$ cat config.mk
export PLATFORM = sky130hd
export DESIGN_NAME = link_packet_framer_fletcher8_flat
export DESIGN_NICKNAME = d
export VERILOG_FILES = /design/src/sv/lfp_pkg.sv /design/src/sv/lfp_if.sv /design/src/sv/lfp_front.sv /design/src/sv/lfp_queue.sv /design/src/sv/lfp_back.sv /design/src/sv/link_packet_framer_fletcher8.sv /design/src/flat_wrapper.sv
export SDC_FILE = /design/constraint.sdc
export NUM_CORES = 1
export LEC_CHECK = 0
export ABC_AREA = 1
export CORE_AREA = 2 2 147 149
export DETAILED_ROUTE_END_ITERATION = 8
export DIE_AREA = 0 0 149 151
export DONT_BUFFER_PORTS = 1
export PLACE_DENSITY = 0.61
export REMOVE_ABC_BUFFERS = 1
export SLEW_MARGIN = 20
export SYNTH_ARGS = -nofsm -noshare
export SYNTH_HDL_FRONTEND = slang
export SYNTH_SLANG_ARGS = --single-unit
$ cat constraint.sdc
create_clock -name clk -period 3.3 [get_ports clk]
set_input_delay 0.495 -clock clk [delete_from_list [all_inputs] [get_ports clk]]
set_output_delay 0.495 -clock clk [all_outputs]
set_load 0.03 [all_outputs]
$ cat src/sv/lfp_pkg.sv
package lfp_pkg;

	// command codes of an input word
	localparam logic CMD_HEADER  = 1'b0;
	localparam logic CMD_PAYLOAD = 1'b1;

	// configuration register indexes
	localparam logic REG_SYNC_FIRST  = 1'b0;
	localparam logic REG_SYNC_SECOND = 1'b1;

	localparam logic [7:0] SYNC_FIRST_RESET  = 8'd188;
	localparam logic [7:0] SYNC_SECOND_RESET = 8'd207;

	// job queue between front and back
	localparam int QUEUE_DEPTH = 4;
	localparam int QPTR_W      = 2;

	typedef enum logic [2:0] {
		JOB_HDR,       // start bytes, type, length
		JOB_HDR_END,   // zero-length frame: header plus both sums
		JOB_ERR,       // rejected header
		JOB_DATA,      // one payload byte
		JOB_DATA_END   // last payload byte plus both sums
	} job_kind_t;

	typedef struct packed {
		job_kind_t  kind;
		logic [7:0] byte_a;   // type or payload byte
		logic [7:0] byte_b;   // length
		logic [7:0] sum_a;
		logic [7:0] sum_b;
	} job_t;

endpackage

$ cat src/sv/lfp_if.sv
interface lfp_in_if;
	logic       valid;
	logic       ready;
	logic       command;
	logic [7:0] pkt_type;
	logic [7:0] pkt_length;
	logic [7:0] payload_byte;

	modport source (output valid, command, pkt_type, pkt_length, payload_byte, input ready);
	modport sink   (input valid, command, pkt_type, pkt_length, payload_byte, output ready);
endinterface

interface lfp_out_if;
	logic       valid;
	logic       ready;
	logic [7:0] frame_byte;
	logic       frame_end;
	logic       length_error;

	modport source (output valid, frame_byte, frame_end, length_error, input ready);
	modport sink   (input valid, frame_byte, frame_end, length_error, output ready);
endinterface

$ cat src/sv/lfp_front.sv
module lfp_front
	import lfp_pkg::*;
#(
	parameter int MAX_PAYLOAD = 64
) (
	input  logic           clk,
	input  logic           arst_n,
	lfp_in_if.sink         item,
	input  logic           q_full,
	output logic           q_push,
	output job_t           q_job
);

	localparam logic [7:0] MAX_LEN = 8'(MAX_PAYLOAD);

	logic [7:0] sum_low_q;
	logic [7:0] sum_high_q;
	logic [7:0] bytes_left_q;
	logic       open_q;

	logic       accept;
	logic [7:0] hdr_a;
	logic [7:0] hdr_b;
	logic [7:0] pay_a;
	logic [7:0] pay_b;

	assign item.ready = !q_full;
	assign accept     = item.valid && item.ready;

	// sums after type and length
	assign hdr_a = item.pkt_type + item.pkt_length;
	assign hdr_b = item.pkt_type + hdr_a;
	// sums after one payload byte
	assign pay_a = sum_low_q + item.payload_byte;
	assign pay_b = sum_high_q + pay_a;

	always_comb begin
		q_push        = 1'b0;
		q_job.kind    = JOB_DATA;
		q_job.byte_a  = item.payload_byte;
		q_job.byte_b  = item.pkt_length;
		q_job.sum_a   = pay_a;
		q_job.sum_b   = pay_b;
		if (accept) begin
			if (item.command == CMD_HEADER) begin
				q_push       = 1'b1;
				q_job.byte_a = item.pkt_type;
				q_job.sum_a  = hdr_a;
				q_job.sum_b  = hdr_b;
				priority if (item.pkt_length > MAX_LEN) begin
					q_job.kind = JOB_ERR;
				end else if (item.pkt_length == 8'd0) begin
					q_job.kind = JOB_HDR_END;
				end else begin
					q_job.kind = JOB_HDR;
				end
			end else if (open_q) begin
				q_push     = 1'b1;
				q_job.kind = (bytes_left_q == 8'd1) ? JOB_DATA_END : JOB_DATA;
			end
		end
	end

	always_ff @(posedge clk or negedge arst_n) begin
		if (!arst_n) begin
			sum_low_q    <= '0;
			sum_high_q   <= '0;
			bytes_left_q <= '0;
			open_q       <= 1'b0;
		end else if (accept) begin
			if (item.command == CMD_HEADER) begin
				if (item.pkt_length > MAX_LEN || item.pkt_length == 8'd0) begin
					sum_low_q    <= '0;
					sum_high_q   <= '0;
					bytes_left_q <= '0;
					open_q       <= 1'b0;
				end else begin
					sum_low_q    <= hdr_a;
					sum_high_q   <= hdr_b;
					bytes_left_q <= item.pkt_length;
					open_q       <= 1'b1;
				end
			end else if (open_q) begin
				bytes_left_q <= bytes_left_q - 8'd1;
				if (bytes_left_q == 8'd1) begin
					sum_low_q  <= '0;
					sum_high_q <= '0;
					open_q     <= 1'b0;
				end else begin
					sum_low_q  <= pay_a;
					sum_high_q <= pay_b;
				end
			end
		end
	end

endmodule

$ cat src/sv/lfp_queue.sv
module lfp_queue
	import lfp_pkg::*;
(
	input  logic clk,
	input  logic arst_n,
	input  logic push,
	input  job_t push_job,
	output logic full,
	input  logic pop,
	output job_t head,
	output logic empty
);

	localparam logic [QPTR_W:0] DEPTH_CNT = (QPTR_W + 1)'(QUEUE_DEPTH);

	job_t              mem_q [QUEUE_DEPTH];
	logic [QPTR_W-1:0] wr_ptr_q;
	logic [QPTR_W-1:0] rd_ptr_q;
	logic [QPTR_W:0]   cnt_q;
	logic              do_push;
	logic              do_pop;

	assign full    = (cnt_q == DEPTH_CNT);
	assign empty   = (cnt_q == '0);
	assign do_push = push && !full;
	assign do_pop  = pop && !empty;
	assign head    = mem_q[rd_ptr_q];

	always_ff @(posedge clk) begin
		if (do_push) begin
			mem_q[wr_ptr_q] <= push_job;
		end
	end

	always_ff @(posedge clk or negedge arst_n) begin
		if (!arst_n) begin
			wr_ptr_q <= '0;
			rd_ptr_q <= '0;
			cnt_q    <= '0;
		end else begin
			if (do_push) begin
				wr_ptr_q <= wr_ptr_q + 1'b1;
			end
			if (do_pop) begin
				rd_ptr_q <= rd_ptr_q + 1'b1;
			end
			unique case ({do_push, do_pop})
				2'b10:   cnt_q <= cnt_q + 1'b1;
				2'b01:   cnt_q <= cnt_q - 1'b1;
				default: cnt_q <= cnt_q;
			endcase
		end
	end

endmodule

$ cat src/sv/lfp_back.sv
module lfp_back
	import lfp_pkg::*;
(
	input  logic       clk,
	input  logic       arst_n,
	input  job_t       head,
	input  logic       q_empty,
	output logic       q_pop,
	input  logic [7:0] sync_first,
	input  logic [7:0] sync_second,
	lfp_out_if.source  frame
);

	logic [2:0] idx_q;
	logic       valid_q;
	logic [7:0] byte_q;
	logic       end_q;
	logic       err_q;

	logic       load;
	logic [2:0] last_idx;
	logic [7:0] nxt_byte;
	logic       nxt_end;
	logic       nxt_err;

	assign frame.valid        = valid_q;
	assign frame.frame_byte   = byte_q;
	assign frame.frame_end    = end_q;
	assign frame.length_error = err_q;

	assign load  = !q_empty && (!valid_q || frame.ready);
	assign q_pop = load && (idx_q == last_idx);

	always_comb begin
		nxt_byte = 8'd0;
		nxt_end  = 1'b0;
		nxt_err  = 1'b0;
		last_idx = 3'd0;
		unique case (head.kind)
			JOB_HDR, JOB_HDR_END: begin
				last_idx = (head.kind == JOB_HDR) ? 3'd3 : 3'd5;
				unique case (idx_q)
					3'd0:    nxt_byte = sync_first;
					3'd1:    nxt_byte = sync_second;
					3'd2:    nxt_byte = head.byte_a;
					3'd3:    nxt_byte = head.byte_b;
					3'd4:    nxt_byte = head.sum_a;
					default: begin
						nxt_byte = head.sum_b;
						nxt_end  = 1'b1;
					end
				endcase
			end
			JOB_ERR: begin
				nxt_err = 1'b1;
			end
			JOB_DATA: begin
				nxt_byte = head.byte_a;
			end
			JOB_DATA_END: begin
				last_idx = 3'd2;
				unique case (idx_q)
					3'd0:    nxt_byte = head.byte_a;
					3'd1:    nxt_byte = head.sum_a;
					default: begin
						nxt_byte = head.sum_b;
						nxt_end  = 1'b1;
					end
				endcase
			end
			default: begin
				nxt_byte = 8'd0;
			end
		endcase
	end

	always_ff @(posedge clk or negedge arst_n) begin
		if (!arst_n) begin
			idx_q   <= '0;
			valid_q <= 1'b0;
		end else begin
			if (load) begin
				valid_q <= 1'b1;
				idx_q   <= q_pop ? 3'd0 : idx_q + 3'd1;
			end else if (frame.ready) begin
				valid_q <= 1'b0;
			end
		end
	end

	always_ff @(posedge clk) begin
		if (load) begin
			byte_q <= nxt_byte;
			end_q  <= nxt_end;
			err_q  <= nxt_err;
		end
	end

endmodule

$ cat src/sv/link_packet_framer_fletcher8.sv
// path: an accepted word is written into the job queue, and the back loads its first frame
// byte from the queue head into the output register, where the receiver can take it
// throughput: one input word per cycle while the job queue has room; one frame byte per
// cycle out while the receiver is ready, so payloads run at full rate and header/tail
// bursts sit in the four-entry job queue (a header is four or six bytes, last byte three)
// reset: arst_n asynchronous active low; clears the sums, the open-packet state,
// the queue and the output valid, and loads the start bytes 188 and 207
module link_packet_framer_fletcher8
	import lfp_pkg::*;
#(
	parameter int MAX_PAYLOAD = 64
) (
	input  logic       clk,
	input  logic       arst_n,
	lfp_in_if.sink     item,
	lfp_out_if.source  frame,
	input  logic       cfg_we,
	input  logic       cfg_index,
	input  logic [7:0] cfg_wdata
);

	// start-of-frame bytes; the user must write them only while the framer is idle, the block does not enforce it
	logic [7:0] sync_first_q;
	logic [7:0] sync_second_q;

	// front to queue
	logic q_push;
	job_t q_job;
	logic q_full;

	// queue to back
	job_t q_head;
	logic q_empty;
	logic q_pop;

	always_ff @(posedge clk or negedge arst_n) begin
		if (!arst_n) begin
			sync_first_q  <= SYNC_FIRST_RESET;
			sync_second_q <= SYNC_SECOND_RESET;
		end else if (cfg_we) begin
			unique case (cfg_index)
				REG_SYNC_FIRST:  sync_first_q  <= cfg_wdata;
				REG_SYNC_SECOND: sync_second_q <= cfg_wdata;
				default:         sync_first_q  <= sync_first_q;
			endcase
		end
	end

	// front: tracks the open packet and the running sums, turns each header
	// and each payload word of an open packet into one job describing the bytes it produces
	lfp_front #(
		.MAX_PAYLOAD (MAX_PAYLOAD)
	) u_front (
		.clk    (clk),
		.arst_n (arst_n),
		.item   (item),
		.q_full (q_full),
		.q_push (q_push),
		.q_job  (q_job)
	);

	// short job queue decoupling input from output stalls
	lfp_queue u_queue (
		.clk      (clk),
		.arst_n   (arst_n),
		.push     (q_push),
		.push_job (q_job),
		.full     (q_full),
		.pop      (q_pop),
		.head     (q_head),
		.empty    (q_empty)
	);

	// back: walks each job one frame byte per cycle into the output register while the receiver is ready
	lfp_back u_back (
		.clk         (clk),
		.arst_n      (arst_n),
		.head        (q_head),
		.q_empty     (q_empty),
		.q_pop       (q_pop),
		.sync_first  (sync_first_q),
		.sync_second (sync_second_q),
		.frame       (frame)
	);

`ifndef SYNTHESIS
	// a rejected header carries a zero byte and never closes a frame
	assert property (@(posedge clk) disable iff (!arst_n)
		frame.valid && frame.length_error |-> frame.frame_byte == 8'd0 && !frame.frame_end)
		else $error("error word malformed");

	// input stalls only when the job queue is full
	assert property (@(posedge clk) disable iff (!arst_n)
		!item.ready |-> q_full)
		else $error("input stalled with room in queue");

	// the back never pops an empty queue
	assert property (@(posedge clk) disable iff (!arst_n)
		q_pop |-> !q_empty)
		else $error("pop from empty job queue");
`endif

endmodule

$ cat src/flat_wrapper.sv
// flat-port wrapper written by rule: the top's interface ports become plain ports
module link_packet_framer_fletcher8_flat import lfp_pkg::*;
#(
	parameter int MAX_PAYLOAD = 64
)
  (clk, arst_n, cfg_we, cfg_index, cfg_wdata, item_valid, item_command, item_pkt_type, item_pkt_length, item_payload_byte, item_ready, frame_valid, frame_frame_byte, frame_frame_end, frame_length_error, frame_ready);
  lfp_in_if item_i ();
  lfp_out_if frame_i ();
  input  logic clk;
  input  logic arst_n;
  input  logic cfg_we;
  input  logic cfg_index;
  input  logic [7:0] cfg_wdata;
  input wire logic [$bits(item_i.valid)-1:0] item_valid;
  input wire logic [$bits(item_i.command)-1:0] item_command;
  input wire logic [$bits(item_i.pkt_type)-1:0] item_pkt_type;
  input wire logic [$bits(item_i.pkt_length)-1:0] item_pkt_length;
  input wire logic [$bits(item_i.payload_byte)-1:0] item_payload_byte;
  output wire logic [$bits(item_i.ready)-1:0] item_ready;
  output wire logic [$bits(frame_i.valid)-1:0] frame_valid;
  output wire logic [$bits(frame_i.frame_byte)-1:0] frame_frame_byte;
  output wire logic [$bits(frame_i.frame_end)-1:0] frame_frame_end;
  output wire logic [$bits(frame_i.length_error)-1:0] frame_length_error;
  input wire logic [$bits(frame_i.ready)-1:0] frame_ready;
  assign item_i.valid = item_valid;
  assign item_i.command = item_command;
  assign item_i.pkt_type = item_pkt_type;
  assign item_i.pkt_length = item_pkt_length;
  assign item_i.payload_byte = item_payload_byte;
  assign item_ready = item_i.ready;
  assign frame_valid = frame_i.valid;
  assign frame_frame_byte = frame_i.frame_byte;
  assign frame_frame_end = frame_i.frame_end;
  assign frame_length_error = frame_i.length_error;
  assign frame_i.ready = frame_ready;
  link_packet_framer_fletcher8 #(.MAX_PAYLOAD(MAX_PAYLOAD)) u_core (.clk(clk), .arst_n(arst_n), .item(item_i), .frame(frame_i), .cfg_we(cfg_we), .cfg_index(cfg_index), .cfg_wdata(cfg_wdata));
endmodule
# Yosys cells after proc, flatten, opt, wreduce, memory -nomap -nowiden
# Memories as Yosys holds them, arrays and structs flattened.
# Cells that the tools add are included.
[op_classes]
n_addsub = 10
n_lt_le_gt_ge = 1
eq_ne = 14
n_mux = 42
bitwise = 1
reduce_logical = 22
[ops]
columns = ["cell", "count"]
rows = [
  ["8-bit two-way mux", 12],
  ["8-bit one-hot mux with 5 select lines", 1],
  ["8-bit adder", 4],
  ["16-bit two-way mux", 2],
  ["8-bit one-hot mux with 3 select lines", 1],
  ["8-bit one-hot mux with 2 select lines", 1],
  ["1-bit two-way mux", 15],
  ["3-bit two-way mux", 5],
  ["3-bit by 2-bit == test with 1-bit output, second input constant", 4],
  ["3-bit one-hot mux with 2 select lines", 2],
  ["11-bit two-way mux", 1],
  ["3-bit == test, second input constant", 3],
  ["3-bit zero test", 3],
  ["8-bit by 1-bit == test with 1-bit output, second input constant", 1],
  ["8-bit by 7-bit > comparator with 1-bit output, second input constant", 1],
  ["8-bit zero test", 1],
  ["8-bit by 1-bit subtractor with 8-bit output, second input constant", 1],
  ["3-bit by 1-bit adder with 3-bit output, second input constant", 2],
  ["3-bit by 1-bit == test with 1-bit output, second input constant", 2],
  ["2-bit AND reduction", 3],
  ["1-bit logical AND", 5],
  ["5-bit OR reduction", 1],
  ["2-bit by 1-bit adder with 2-bit output, second input constant", 2],
  ["2-bit nonzero test", 2],
  ["11 further kinds", 15],
]
[word_totals]
ff_bits = 62
mem_bits_rw = 140
in_bits = 39
output_inout_bits = 12
n_memories = 1
[mem_list]
columns = ["memory", "depth", "word_bits", "read_ports", "rd_clocked_by_memory_dff", "wr", "line", "rtl"]
rows = [
  ["u_core.u_queue.mem_q", 4, 35, 1, 0, 1, "lfp_queue.sv:16", "job_t mem_q [QUEUE_DEPTH];"],
]

# Longest topological paths before layout
# An unclocked memory read counts as a cell.
[logic_depth]
depth_word = 9
ltp_mapped = 21

# By module
# From an unflattened synthesis, not the netlist that was laid out.
[unflattened]
cells_unflattened = 1243
hier_area_um2 = 11162.0
[modules_own_cells]
columns = ["module", "n_inst", "cells_per_inst", "area_each_um2"]
rows = [
  ["lfp_queue", 1, 469, 6059.6],
  ["lfp_front", 1, 449, 3012.9],
  ["lfp_back", 1, 255, 1412.6],
  ["link_packet_framer_fletcher8", 1, 70, 676.9],
]

# Worst setup path before layout
# OpenSTA, ideal clock, no wires.
[synth_path]
kind = "reg2reg"
from = "register u_core.u_queue.cnt_q[0]"
to = "memory u_core.u_queue.mem_q[0][0] in the netlist's numbering (enable)"
setup_time_ns = 0.427
arrival_ns = 2.885
setup_slack_ns = -0.013
stages_incl_launch_ff = 8
synth_period_minus_slack_ns = 3.313
path_cell_list = "dfrtp_1 -> inv_1 -> nand3_1 -> nand2_1 -> a21oi_1 -> inv_2 -> clkbuf_1 -> nor2_1"
[synth_between]
elab_chain_len = 7
[synth_rtl]
columns = ["item", "line", "rtl"]
rows = [
  ["from (decl)", "lfp_queue.sv:19", "logic [QPTR_W:0] cnt_q;"],
  ["from (signal assigned)", "lfp_queue.sv:48", "2'b10: cnt_q <= cnt_q + 1'b1;"],
  ["from (signal assigned)", "lfp_queue.sv:49", "2'b01: cnt_q <= cnt_q - 1'b1;"],
  ["from (signal assigned)", "lfp_queue.sv:50", "default: cnt_q <= cnt_q;"],
  ["3-bit == test *", "lfp_queue.sv:23", "assign full = (cnt_q == DEPTH_CNT);"],
  ["1-bit zero test *", "lfp_front.sv:27", "assign item.ready = !q_full;"],
  ["net item_ready", "flat_wrapper.sv:19", "output wire logic [$bits(item_i.ready)-1:0] item_ready;"],
  ["1-bit logical AND", "lfp_front.sv:28", "assign accept = item.valid && item.ready;"],
  ["1-bit two-way mux", "lfp_front.sv:44", "if (accept) begin"],
  ["1-bit logical AND *", "lfp_queue.sv:25", "assign do_push = push && !full;"],
  ["1-bit two-way mux *", "lfp_queue.sv:30", "if (do_push) begin"],
  ["1-bit two-way mux (not written as such) *", "lfp_queue.sv:31", "mem_q[wr_ptr_q] <= push_job;"],
  ["to (decl)", "lfp_queue.sv:16", ""],
]
# The timed path passes the listed nets; every way through them passes the cells marked *.

# Worst setup path after layout
[layout_path]
from = "register u_core.u_queue.rd_ptr_q[0]"
to = "register u_core.u_queue.cnt_q[2]"
[layout_between]
elab_chain_len = 9
[layout_rtl]
columns = ["item", "line", "rtl"]
rows = [
  ["from (decl)", "lfp_queue.sv:18", "logic [QPTR_W-1:0] rd_ptr_q;"],
  ["from (signal assigned)", "lfp_queue.sv:45", "rd_ptr_q <= rd_ptr_q + 1'b1;"],
  ["memory read 4 x 35 bit *", "--", ""],
  ["3-bit by 1-bit == test with 1-bit output or 3-bit zero test (tied branches)", "lfp_back.sv:39, lfp_back.sv:41", ""],
  ["2-bit OR reduction or 3-bit two-way mux (tied branches)", "lfp_back.sv:39, lfp_back.sv:41", ""],
  ["3-bit one-hot mux with 2 select lines *", "lfp_back.sv:39", "unique case (head.kind)"],
  ["3-bit == test *", "lfp_back.sv:32", "assign q_pop = load && (idx_q == last_idx);"],
  ["1-bit logical AND *", "lfp_back.sv:32", ""],
  ["1-bit logical AND *", "lfp_queue.sv:26", "assign do_pop = pop && !empty;"],
  ["net u_core.u_queue.do_pop", "lfp_queue.sv:21", "logic do_pop;"],
  ["2-bit by 1-bit == test with 1-bit output or 2-bit == test (tied branches)", "lfp_queue.sv:47", "unique case ({do_push, do_pop})"],
  ["3-bit one-hot mux with 2 select lines or 2-bit nonzero test (tied branches)", "--", ""],
]
# Marked as above.
# A chain may end at the register's enable or synchronous reset.

==> results.json <==
{
  "area_delta_synth_final_pct": 10.80,
  "drtIter0Drc": 568,
  "finish.utilization_pct": 55.03,
  "hpwl_um": 17200,
  "cts_made_buffers": 23,
  "ys_seq_area_share_pct": 56.27,
  "hold_class": "in -> reg",
  "ys_ff_latch": 202,
  "core_um2": 20820,
  "routed_wirelength_um": 25570,
  "wl_per_cell_um": 18.53,
  "finalSetupViolCount": 0,
  "hold_violations": 0,
  "ant_nets": 0,
  "layout-drive-gt1-share_pct": 7.964,
  "gp_congestion": 0.8698,
  "criticalPathCategory": "reg -> reg",
  "cts_tree": "yes",
  "yosysWarningCount": 0,
  "cpMaxStageDelayCell": "dfrtp_2",
  "p_leak_nw": 4.674,
  "num-nets-final": 1173,
  "maxSlewHeadroom_pct": 47.49,
  "overflow": 0,
  "antenna_found_initial": 0,
  "cpPeakStageDelay_ns": 0.62,
  "core.rowCount": 53,
  "clock-skew-final_ns": 0.008222,
  "dr.pass1.iters": 5,
  "ios": 51,
  "io_buffer_count": 0,
  "die_h_um": 151,
  "synth_top_area_share_pct": 43.56,
  "critPathBufInv": 3,
  "syn_area_per_cell_um2": 9.540,
  "die_area_um2": 22500,
  "grt_max_degree": 58,
  "grt_pass1_wl_um": 40140,
  "status": "finished clean",
  "grt_usage_pct": 23.07,
  "layout_common_cells": "nand2_1 (288), edfxtp_1 (150), o21ai_0 (93)",
  "syn_area_um2": 10340,
  "cts_max_level": 1,
  "clk_path_buf_depth": 3,
  "min_period_ns": 2.957,
  "powerDensity_nw_per_um2": 992.5,
  "yosysUniqueCellTypes": 46,
  "diodes": 0,
  "cp-start-kind": "flop",
  "die_x_um": 149,
  "cp.required_ns": 3.67,
  "report.final.slew_viol_count": 0,
  "synth_top_cell_by_area": "edfxtp_1",
  "finalCritPeriodShare_pct": 89.61,
  "hold_slack_ns": 0.08731,
  "final_common_cell": "nand2_1",
  "clkSinkCount": 202,
  "worst-endpoint-arrival_ns": 3.33,
  "setup_tns_ns": 0,
  "worst_pin_slew_ns": 0.7794,
  "peakVddDrop_mv": 0.4555,
  "rsz0062_at_grt": "no",
  "grt_pass1_vias": 7309,
  "vias_per_cell": 5.543,
  "critPathMaxFanout": 23,
  "synthCells": 1084,
  "end_kind": "flop",
  "cp_cell_sequence": "inv_2, o21ai_0, o22a_2, nand3_1, a21oi_2, nand3_1, inv_1, ha_1, inv_1, fa_1, a21oi_1, o21ai_0, xor2_1",
  "fmax_ghz": 0.3382,
  "start_util_pct": 49.66,
  "maxCapViolations": 0,
  "clk_latency_ns": 0.50,
  "crit_family": "compound AO/OA/AOI/OAI gates",
  "synthTopCellsByArea": "edfxtp_1 (44%), nand2_1 (10%), dfrtp_1 (9.9%)",
  "cts.clk_slew.worst_paths_ns": 0.06,
  "drc": 0,
  "via_count": 7650,
  "cts-root-buf": "clkbuf_16"
}
[report_power, final]
part,internal [mW],switching [mW]
Combinational,1.57,3.28
Sequential,3.70,0.427
Clock,1.41,0.987
Total,6.68,4.70
[synth_stat cells, drive strengths merged]
cell     number
buf          27
ha           40
mux2i         2
o211ai        4
nor3b         1
a21o          1
o2bb2ai       1
a31oi         4
clkbuf       14
fa            5
dfrtp        41
dfstp        11
xnor2         8
a32o          5
nand4         5
o22a          4
o311ai        1
inv          87
nand2       289
nor2         83
nor4          1
nand3        78
edfxtp      150
a2bb2oi       2
or2           5
o21ai        94
a21oi        61
a31o          1
a221oi        7
a32oi         1
o22ai        19
xor2         13
o21a          6
a22oi         6
nor3          2
or3           1
nand3b        4
[registers in the layout (all words and copies together), names as in the netlist]
register	flops
u_core.u_queue.mem_q	140
u_core.sync_first_q	8
u_core.sync_second_q	8
u_core.u_back.frame.frame_byte	8
u_core.u_front.bytes_left_q	8
u_core.u_front.sum_high_q	8
u_core.u_front.sum_low_q	8
u_core.u_back.idx_q	3
u_core.u_queue.cnt_q	3
u_core.u_queue.rd_ptr_q	2
u_core.u_queue.wr_ptr_q	2
u_core.u_back.frame.frame_end	1
u_core.u_back.frame.length_error	1
u_core.u_back.frame.valid	1
u_core.u_front.open_q	1
[stage by stage]
stage                     total power, mW  cells  setup WS, ns  area, um^2
final                               11.37   1380        0.3428       11460
after global routing                12.24   1380       0.02956       11460
after CTS                           11.41   1380        0.3282       11460
after detailed placement            8.973   1337        0.2516       10720
after global placement              8.903   1337        0.2814       10720
after floorplan                     7.464   1043        -1.125       10140
[worst register-to-register path: cells and delay by family (launching register included)]
kind            cells  cell delay (ns)
compound gates      5             0.94
flops               1             0.62
fa+ha+maj           2             0.50
buf+inv             3             0.36
simple gates        2             0.25
xor+xnor            1             0.16
[final timing paths]
| kind | end | from | depth (start not counted) | slack (ns) |
|---|---|---|---|---|
| worst max register to register | u_core.u_queue.cnt_q[2] | u_core.u_queue.rd_ptr_q[0] | 13 | 0.34 |
| worst max-delay path | u_core.u_queue.cnt_q[2] | u_core.u_queue.rd_ptr_q[0] | 13 | 0.34 |
| worst min register to register | u_core.u_queue.cnt_q[0] | u_core.u_queue.cnt_q[0] | 1 | 0.47 |
| worst min-delay path | u_core.u_queue.mem_q[3][17] | item_pkt_length[1] | 0 | 0.09 |
| min in group asynchronous | u_core.sync_second_q[4] | arst_n | 2 | 0.57 |
| max in group asynchronous | u_core.sync_first_q[7] | arst_n | 2 | 2.44 |
[repair_timing]
item / 4_1_cts / 5_1_grt
hold buffers: 2 / 0
setup buffers: 0 / 0
setup endpoints to repair: 0 / 0
endpoints found under the hold margin: 52 / 0
resized for setup: 0 / 0
[metal layers]
metal	track usage [%]	up-vias	share of wire [%]
li1	-	3746	-
met1	32.35	3628	46
met2	37.03	227	46
met3	3.494	49	5.8
met4	7.762	0	3.1
met5	0	-	0
[area by class of cell]
| type | count | area [um^2] |
|---|---|---|
| well taps | 275 | 344.1 |
| flip-flops and latches | 202 | 5821 |
| multi-input cells | 754 | 4035 |
| clock inverters | 9 | 72.57 |
| inverters | 87 | 326.6 |
| fillers | 1905 | 9364 |
| clock buffers | 32 | 629.4 |
| repair buffers | 21 | 230.2 |
[logic make-up after synthesis]
kind of cell / synth area share, %
compound gates: 12.17
xor+xnor: 1.779
fa+ha+maj: 5.808
buf+inv: 5.094
flops: 56.27
mux: 0.1936
simple gates: 18.68
No activity file was read; power rests on OpenSTA's default activity.
